<file path="config.mk">
export PLATFORM = sky130hd
export DESIGN_NAME = dogf_ctrl
export DESIGN_NICKNAME = d
export VERILOG_FILES = /design/src/hw/rtl/dogf_pkg.sv /design/src/hw/rtl/dogf_ctrl.sv
export SDC_FILE = /design/constraint.sdc
export NUM_CORES = 1
export LEC_CHECK = 0
export BUFFER_PORTS_ARGS = -buffer_cell sky130_fd_sc_hd__buf_2
export CAP_MARGIN = 15
export CORE_AREA = 2 2 62 64
export CTS_CLUSTER_SIZE = 24
export DETAILED_ROUTE_END_ITERATION = 8
export DIE_AREA = 0 0 64 66
export HOLD_SLACK_MARGIN = 0.12
export PLACE_DENSITY = 0.44
export RECOVER_POWER = 100
export SLEW_MARGIN = 20
export SYNTH_ARGS = -nofsm -noshare
export SYNTH_HDL_FRONTEND = slang
export SYNTH_SLANG_ARGS = --single-unit
</file>
<file path="constraint.sdc">
create_clock -name clk -period 1.7 [get_ports clk]
set_input_delay 0.085 -clock clk [delete_from_list [all_inputs] [get_ports clk]]
set_output_delay 0.085 -clock clk [all_outputs]
set_load 0.05 [all_outputs]
</file>
<file path="src/hw/rtl/dogf_pkg.sv">
`default_nettype none

package dogf_pkg;

    // Field widths of the words on the ports
    localparam int OPCODE_W   = 2;
    localparam int COORD_W    = 7;
    localparam int PIXEL_W    = 8;
    localparam int COEFF_W    = 16;
    localparam int CFG_IDX_W  = 2;
    localparam int CFG_DATA_W = 8;
    localparam int FSIZE_W    = 3;
    localparam int DIM_W      = 8;

    // Product of an unsigned pixel and a signed coefficient
    localparam int PROD_W     = PIXEL_W + COEFF_W + 1;
    localparam int FRAC_BITS  = 15;
    localparam int PART_MAX   = 255;

    // Tap counters cover the largest kernel side the parameter range allows
    localparam int TAP_W      = 4;

    // Defaults of the top level parameters
    localparam int DEF_MAX_HEIGHT = 128;
    localparam int DEF_MAX_WIDTH  = 128;
    localparam int DEF_MAX_FILTER = 7;

    // Register reset values
    localparam logic [FSIZE_W-1:0] FSIZE_RESET  = 3'd3;
    localparam logic [DIM_W-1:0]   HEIGHT_RESET = 8'd128;
    localparam logic [DIM_W-1:0]   WIDTH_RESET  = 8'd128;

    typedef enum logic [OPCODE_W-1:0] {
        OP_LOAD_COEFF  = 2'd0,
        OP_WRITE_PIXEL = 2'd1,
        OP_QUERY       = 2'd2
    } op_t;

    typedef enum logic [CFG_IDX_W-1:0] {
        REG_FILTER_SIZE  = 2'd0,
        REG_IMAGE_HEIGHT = 2'd1,
        REG_IMAGE_WIDTH  = 2'd2
    } cfg_reg_t;

    // Controller to datapath
    typedef struct packed {
        logic             accept;    // input word taken this cycle
        logic             start;     // query taken: capture position, clear sum
        logic             tap_valid; // issue one tap read
        logic [TAP_W-1:0] tap_row;
        logic [TAP_W-1:0] tap_col;
        logic             load_out;  // move finished sum into the result register
    } ctrl_cmd_t;

    // Datapath to controller
    typedef struct packed {
        logic [TAP_W-1:0] fsize;     // kernel side in use, already saturated
        logic             pipe_busy; // taps still in flight
    } ctrl_status_t;

endpackage

`default_nettype wire

</file>
<file path="src/hw/rtl/dogf_ctrl.sv">
`default_nettype none

module dogf_ctrl (
    input  wire logic                    clk,
    input  wire logic                    rst_n,
    input  wire logic                    req_valid,
    output logic                         req_ready,
    input  wire logic [dogf_pkg::OPCODE_W-1:0] req_opcode,
    output logic                         rsp_valid,
    input  wire logic                    rsp_ready,
    input  wire dogf_pkg::ctrl_status_t  status,
    output dogf_pkg::ctrl_cmd_t          cmd
);
    import dogf_pkg::*;

    typedef enum logic [2:0] {
        ST_IDLE  = 3'b001,
        ST_RUN   = 3'b010,
        ST_DRAIN = 3'b100
    } state_t;

    state_t           state_reg, state_next;
    logic [TAP_W-1:0] fr_reg, fr_next;
    logic [TAP_W-1:0] fc_reg, fc_next;
    logic             rsp_valid_reg, rsp_valid_next;
    logic [TAP_W-1:0] last_tap;
    logic             accept;
    logic             out_free;

    assign req_ready = (state_reg == ST_IDLE);
    assign accept    = req_valid && req_ready;
    assign last_tap  = status.fsize - TAP_W'(1);
    assign out_free  = !rsp_valid_reg || rsp_ready;
    assign rsp_valid = rsp_valid_reg;

    always_comb
    begin
        state_next    = state_reg;
        fr_next       = fr_reg;
        fc_next       = fc_reg;
        cmd           = '0;
        cmd.accept    = accept;
        cmd.tap_row   = fr_reg;
        cmd.tap_col   = fc_reg;
        case (state_reg)
            ST_IDLE:
            begin
                if (accept && (req_opcode == OP_QUERY))
                begin
                    cmd.start = 1'b1;
                    fr_next   = '0;
                    fc_next   = '0;
                    // a zero kernel side has no taps: the cleared sum stands
                    state_next = (status.fsize == '0) ? ST_DRAIN : ST_RUN;
                end
            end
            ST_RUN:
            begin
                cmd.tap_valid = 1'b1;
                if (fc_reg == last_tap)
                begin
                    fc_next = '0;
                    if (fr_reg == last_tap)
                    begin
                        state_next = ST_DRAIN;
                    end
                    else
                    begin
                        fr_next = fr_reg + TAP_W'(1);
                    end
                end
                else
                begin
                    fc_next = fc_reg + TAP_W'(1);
                end
            end
            ST_DRAIN:
            begin
                if (!status.pipe_busy && out_free)
                begin
                    cmd.load_out = 1'b1;
                    state_next   = ST_IDLE;
                end
            end
            default:
            begin
                state_next = ST_IDLE;
            end
        endcase
    end

    always_comb
    begin
        rsp_valid_next = rsp_valid_reg;
        if (cmd.load_out)
        begin
            rsp_valid_next = 1'b1;
        end
        else if (rsp_ready)
        begin
            rsp_valid_next = 1'b0;
        end
    end

    always_ff @(posedge clk or negedge rst_n)
    begin
        if (!rst_n)
        begin
            state_reg     <= ST_IDLE;
            fr_reg        <= '0;
            fc_reg        <= '0;
            rsp_valid_reg <= 1'b0;
        end
        else
        begin
            state_reg     <= state_next;
            fr_reg        <= fr_next;
            fc_reg        <= fc_next;
            rsp_valid_reg <= rsp_valid_next;
        end
    end

    // Never load a result while taps are still in flight
    a_load_after_drain: assert property (@(posedge clk) disable iff (!rst_n)
        cmd.load_out |-> !status.pipe_busy)
        else $error("result loaded with taps in flight");

    // Issued taps stay inside the kernel in use
    a_tap_in_range: assert property (@(posedge clk) disable iff (!rst_n)
        cmd.tap_valid |-> (fr_reg < status.fsize) && (fc_reg < status.fsize))
        else $error("tap index beyond kernel side");

    // A result waiting to be taken is never overwritten
    a_no_overwrite: assert property (@(posedge clk) disable iff (!rst_n)
        cmd.load_out |-> out_free)
        else $error("result register overwritten");

endmodule

`default_nettype wire

</file>
==> results of run 1 <==
timing repair:
| item | 4_1_cts | 5_1_grt |
|---|---|---|
| hold endpoints to repair | 12 | 0 |
| buffers inserted | 1 | 6 |
| hold buffers | 1 | 0 |
| gates resized for setup | 10 | 4 |
| pin swaps | 1 | 4 |
| endpoints found under the setup margin | 4 | 7 |
per-layer routing:
layer  GRT usage  routed length, um  up-vias
li1            -                  -      390
met1      0.1355                977      367
met2      0.1758                984       15
met3     0.02044                 78        2
met4     0.05707                 27        0
met5           0                  0        -
worst paths after layout:
kind,end
worst max-delay path,cmd[11]
worst min-delay path,state_reg[2]$_DFFE_PN0P_
worst max register to register,fc_reg[2]$_DFFE_PN0P_
worst min register to register,fc_reg[0]$_DFFE_PN0P_
max in group asynchronous,fr_reg[3]$_DFFE_PN0P_
min in group asynchronous,fc_reg[3]$_DFFE_PN0P_
through the flow:
step	instance area [sq um]	hold slack (ns)	power [W]
2_1_floorplan	900.9	-0.2106	0.0008232
3_3_place_gp	1121	-0.01415	0.0009503
3_5_place_dp	1121	-0.01041	0.0009605
4_1_cts	1195	0.1457	0.001216
5_1_grt	1245	0.1672	0.001298
6_report	1245	0.1480	0.001209
cell type report:
type / instances / area share
clock buffer: 4 / 0.02111
inverter: 7 / 0.03015
multi-input combinational: 66 / 0.4482
sequential: 12 / 0.2492
tap: 48 / 0.04824
timing repair buffer: 40 / 0.2030
cells by family after synthesis:
logic type               Yosys count
AO/OA/AOI/OAI                     22
XOR/XNOR                          11
adder cells (fa/ha/maj)            4
buffers and inverters             10
flip-flops                        12
AND/OR/NAND/NOR                   29
placed cells by master (no fill, tap or decap), types with 3 or more instances in the layout:
master and n:
o21ai_0 3, xor2_1 3, buf_4 15, clkinvlp_4 3, dfrtp_2 7, nor2_1 5
clkbuf_1 11, dfrtp_1 4, nand2_1 5, xnor2_1 4, inv_1 4, clkbuf_4 4
buf_2 10, ha_1 4
report_power, final:
part	total (W)	internal, W	leakage (nW)	switching, W
sequential	0.000393	0.000338	0.151	0.0000544
clock	0.000181	0.0000907	0.0150	0.0000900
combinational	0.000635	0.000247	0.392	0.000389
worst reg2reg max path: cells and delay by family (launching register included):
family,cells,cell delay [ns]
xor gates and xnor gates,2,0.46
buffers and inverters,1,0.22
DFF,1,0.43
AOI/OAI and AO/OA,3,0.47
==> results.ini, run 1 <==
[status]
status = finished with violations
failed_checks = setup timing

[timing]
post-route-period-util = 1.009
drv_slew = 0
slew_headroom = 0.5346
fin_ws_ns = -0.01473
worst_slew_pin_slew_ns = 0.6981
rsz0062_at_grt = yes
setup_tns_ns = -0.01473
fmax_ghz = 0.5832
finalCriticalPeriod_ns = 1.715
clock_skew_ns = 0.006100
hold_violations = 0
setup_violations = 1

[worst_setup_path]
critPathLaunch = state_reg[0]$_DFFE_PN1P_
rr_startpoint = fc_reg[3]$_DFFE_PN0P_
arrival_ns = 1.63
slowest_delay_ns = 0.56
path_cells = or3b_4, clkinvlp_4, and2_4, buf_8
path_buf_inv = 2
cp_max_fo = 4
setup.worst_path.class = flop to primary output
ff2ff_setup_slack_ns = 0.07
rr_worst_depth = 6
crit_required_ns = 1.62
cp_slowest_cell = dfstp_2
cp.depth = 4
cp_top_family = flip-flops
end_kind = primary output
startpoint_type = flop

[routing]
via_count = 774
dr.first_iter.drc_count = 15
ant_nets = 0
totalWireLength_um = 2067
drc = 0
viasPerCell = 4.373
wl_per_cell_um = 11.68
drtPass1Iterations = 4

[synthesis]
ys.flop_type = dfrtp_1
synth_top_area_frac = 0.3188
ys_types = 38
ys_ff_latch = 12
synthTopCellsByCount = dfrtp_1, inv_1, nand2_1
yosysMostFrequentCell = dfrtp_1
synthAdderAreaFrac = 0.05797
yosysSeqAreaShare = 0.3493
synth.area.top_cells = dfrtp_1, ha_1, xnor2_1
yosys.area.top_type = dfrtp_1
synth.area.mux_share = 0
synth_top_family_by_area = simple AND/OR/NAND/NOR gates
yosys.area_share.simple = 0.1986
synth_warnings = 0
syn-num-nets = 103
synth-edff-count = 0
syn_area_sq_um = 863.3
synth-compound-area-share = 0.1957
ys_async_sr_fraction = 1.000
synth_xor_area_frac = 0.1464
avgSynthCellArea_sq_um = 9.811
synth_cells = 88

[min_path]
min_path_cells = 3
hp-class = primary input to flop
min-delay-start = status[0]

[power_and_ir_drop]
leakage_nw = 0.5579
ir_worst_vdd_uv = 246.4
p_per_area_mw_per_mm2 = 971.1

[floorplanning]
die_h_um = 66
io_pins = 25
rows = 22
core_region_area_sq_mm = 0.003551
initial_core_util = 0.2431
die_w_um = 64
die_area_sq_mm = 0.004224

[clock_network]
cts_max_level = 1
tritoncts = built
cts.sinks = 12
max-clock-path-buffers = 2
clk_latency_ns = 0.27
cts_buffers = 3
clock-root-buffer = clkbuf_4
clkTransAtPathRegs_ns = 0.07

[final_layout]
final-seq-area_sq_um = 310.3
fin_cells = 177
syn_to_final_growth_pct = 44.20
drive_gt1_frac = 0.4496
num-nets-final = 145
multi_input_area_sq_um = 558.0
antenna_cells = 0
n_fill_cell = 388
fin_util = 0.3506

[flow_run]
maxCapViolCount = 0

[global_routing]
grt_pass1_vias = 757
grt_pass1_wl_um = 3456
antenna_found_initial = 0
grt_max_degree = 13
grtUsageTotal = 0.1081
grt-ovfl-total = 0

[placed_design]
io_buffer_count = 24
dp_hpwl_um = 1597
gp_congestion = 0.7384
pre_cts_slack_ns = -0.07755
dp_cells = 165

No activity file was read; power rests on OpenSTA's default activity.
==> run 2, diff against run 1 <==
--- a/constraint.sdc
+++ b/constraint.sdc
@@ -3,2 +3,2 @@
 set_output_delay 0.085 -clock clk [all_outputs]
-set_load 0.05 [all_outputs]
+set_load 0.005 [all_outputs]
==> run 2 against run 1 <==
Net effect: the run now ends clean; global-route usage barely moved; worst hold slack lost 0.0095 ns; clock-buffer cell count did not move; clock power up 32%; clock skew down 0.0018 ns; sequential power fell by 4%; via count shrank 0.13%; maximum frequency increased by 5.5%; power decreased by 17%; register-to-register slack improved by 0.05 ns.
==> results.ini, run 2 (synthesis results as in run 1) <==
[power_and_ir_drop]
ir_worst_vdd_uv = 358.5  ; +45%
leakage_nw = 0.5764  ; +3.3%
p_per_area_mw_per_mm2 = 867.2  ; -11%

[placed_design]
dp_hpwl_um = 1626  ; +1.8%
io_buffer_count = 24  ; unchanged
gp_congestion = 0.7837  ; +6.1%
placed_area_sq_mm = 0.001122  ; +0.11%

[worst_setup_path]
crit_required_ns = 1.62  ; about the same
startpoint_type = flop
end_kind = primary output
arrival_ns = 1.54  ; -0.09 ns
cp_max_fo = 7  ; +3
setup.worst_path.class = flop to primary output

[timing]
post-route-period-util = 0.9560  ; -0.05262
fmax_ghz = 0.6153  ; +5.5%
rsz0062_at_grt = no
setup_tns_ns = 0  ; +0.01473 ns
hold_violations = 0  ; unchanged
worst_slew_pin_slew_ns = 0.7203  ; +0.02220 ns
setup_violations = 0  ; -1
slew_headroom = 0.5198  ; -0.01480
clock_skew_ns = 0.004313  ; -0.001787 ns
drv_slew = 0  ; unchanged
finalCriticalPeriod_ns = 1.625  ; -0.08945 ns

[floorplanning]
die_w_um = 64  ; unchanged
rows = 22  ; unchanged
core_region_area_sq_mm = 0.003551  ; unchanged
die_area_sq_mm = 0.004224  ; unchanged
initial_core_util = 0.2431  ; unchanged
die_h_um = 66  ; unchanged
io_pins = 25  ; unchanged

[clock_network]
max-clock-path-buffers = 2  ; unchanged
cts.sinks = 12  ; unchanged
clkTransAtPathRegs_ns = 0.09  ; +0.02 ns
cts_buffers = 3  ; unchanged
clk_latency_ns = 0.28  ; about the same
clock-root-buffer = clkbuf_4
cts_max_level = 1  ; unchanged
tritoncts = built

[final_layout]
syn_to_final_growth_pct = 33.91
fin_area_sq_mm = 0.001156  ; -7.1%
layout_common_cells = buf_2, dfrtp_1, clkbuf_1, inv_1, nand2_1
final_common_cell = buf_2
antenna_cells = 0  ; unchanged
drive_gt1_frac = 0.3672  ; -0.08242
num-nets-final = 144  ; -0.69%

[min_path]
hp-class = primary input to flop

[global_routing]
antenna_found_initial = 0  ; unchanged
grt-ovfl-total = 0  ; unchanged
grt_pass1_vias = 755  ; -0.26%
grtUsageTotal = 0.1086  ; +0.0004908
grt_max_degree = 13  ; unchanged
grt_pass1_wl_um = 3615  ; +4.6%

[routing]
dr.first_iter.drc_count = 13  ; -2
totalWireLength_um = 1988  ; -3.8%
viasPerCell = 4.392  ; +0.44%
ant_nets = 0  ; unchanged
drc = 0  ; unchanged
drtPass1Iterations = 4  ; unchanged
via_count = 773  ; -0.13%
wl_per_cell_um = 11.30  ; -3.3%

[flow_run]
maxCapViolCount = 0  ; unchanged

[status]
status = finished, final reports clean

run 2: changes by cell type in the layout (fill, tap and decap cells not counted), sizes merged:
cell	change
buf	+1
inv	+3
clkinvlp	-3
clkbuf	-2
run 2: power by group:
part | total (W) | leakage, nW | switching (W) | internal [W]
Combinational | 0.000387 | 0.393 | 0.000194 | 0.000194
Clock | 0.000239 | 0.0210 | 0.000108 | 0.000130
Sequential | 0.000377 | 0.163 | 0.0000430 | 0.000334
Total | 0.00100 | 0.576 | 0.000345 | 0.000658
run 2: repair_timing:
action	in CTS	in global routing
buffers inserted	0	1
gates resized for setup	2	3
cloned	0	0
hold endpoints to repair	12	0
endpoints found under the setup margin	2	5
hold buffers	1	0
pin swaps	0	5
run 2: critical path, cell delays in order (launching register included):
cell	delay, ns
dfstp_2	0.39
nand2b_4	0.14
or2_2	0.36
inv_1	0.09
buf_2	0.16
buf_2	0.13
run 2: cell type report:
cell class,count,area [sq um]
fill,396,2395
multi-input combinational,66,528.0
sequential,12,301.5
timing repair buffer,39,203.9
tap,48,60.06
clock buffer,4,36.28
inverter,7,26.28
run 2: worst paths after layout:
path / start / endpoint / slack (ns) / depth (start not counted)
setup / recovery: state_reg[0]$_DFFE_PN1P_ / cmd[9] / 0.07 / 5
hold / removal: status[0] / state_reg[2]$_DFFE_PN0P_ / 0.14 / 3
setup reg to reg: fc_reg[3]$_DFFE_PN0P_ / fr_reg[2]$_DFFE_PN0P_ / 0.12 / 5
hold reg to reg: fc_reg[1]$_DFFE_PN0P_ / fc_reg[1]$_DFFE_PN0P_ / 0.61 / 2
max in group asynchronous: rst_n / fr_reg[0]$_DFFE_PN0P_ / 0.88 / 2
min in group asynchronous: rst_n / rsp_valid$_DFFE_PN0P_ / 0.36 / 2
run 2: stage by stage:
step	hold slack [ns]	utilization	instances	power, W	setup slack (ns)
after floorplan	-0.2106	-	88	0.0006178	0.08831
final	0.1385	0.3256	176	0.001003	0.07472
after detailed placement	-0.007512	0.3161	170	0.0007594	-0.08459
after CTS	0.1343	0.3298	175	0.001015	0.00005795
after global placement	-0.01026	0.3161	170	0.0007530	-0.05976
after global routing	0.1546	0.3256	176	0.001086	0.0004875
run 2: metal layers:
metal  up-vias  share of wire  GRT usage
met5         -              0          0
met4         0         0.0030    0.01630
met3         2          0.056    0.04259
met2        19           0.46     0.1693
met1       361           0.48     0.1441
li1        391              -          -
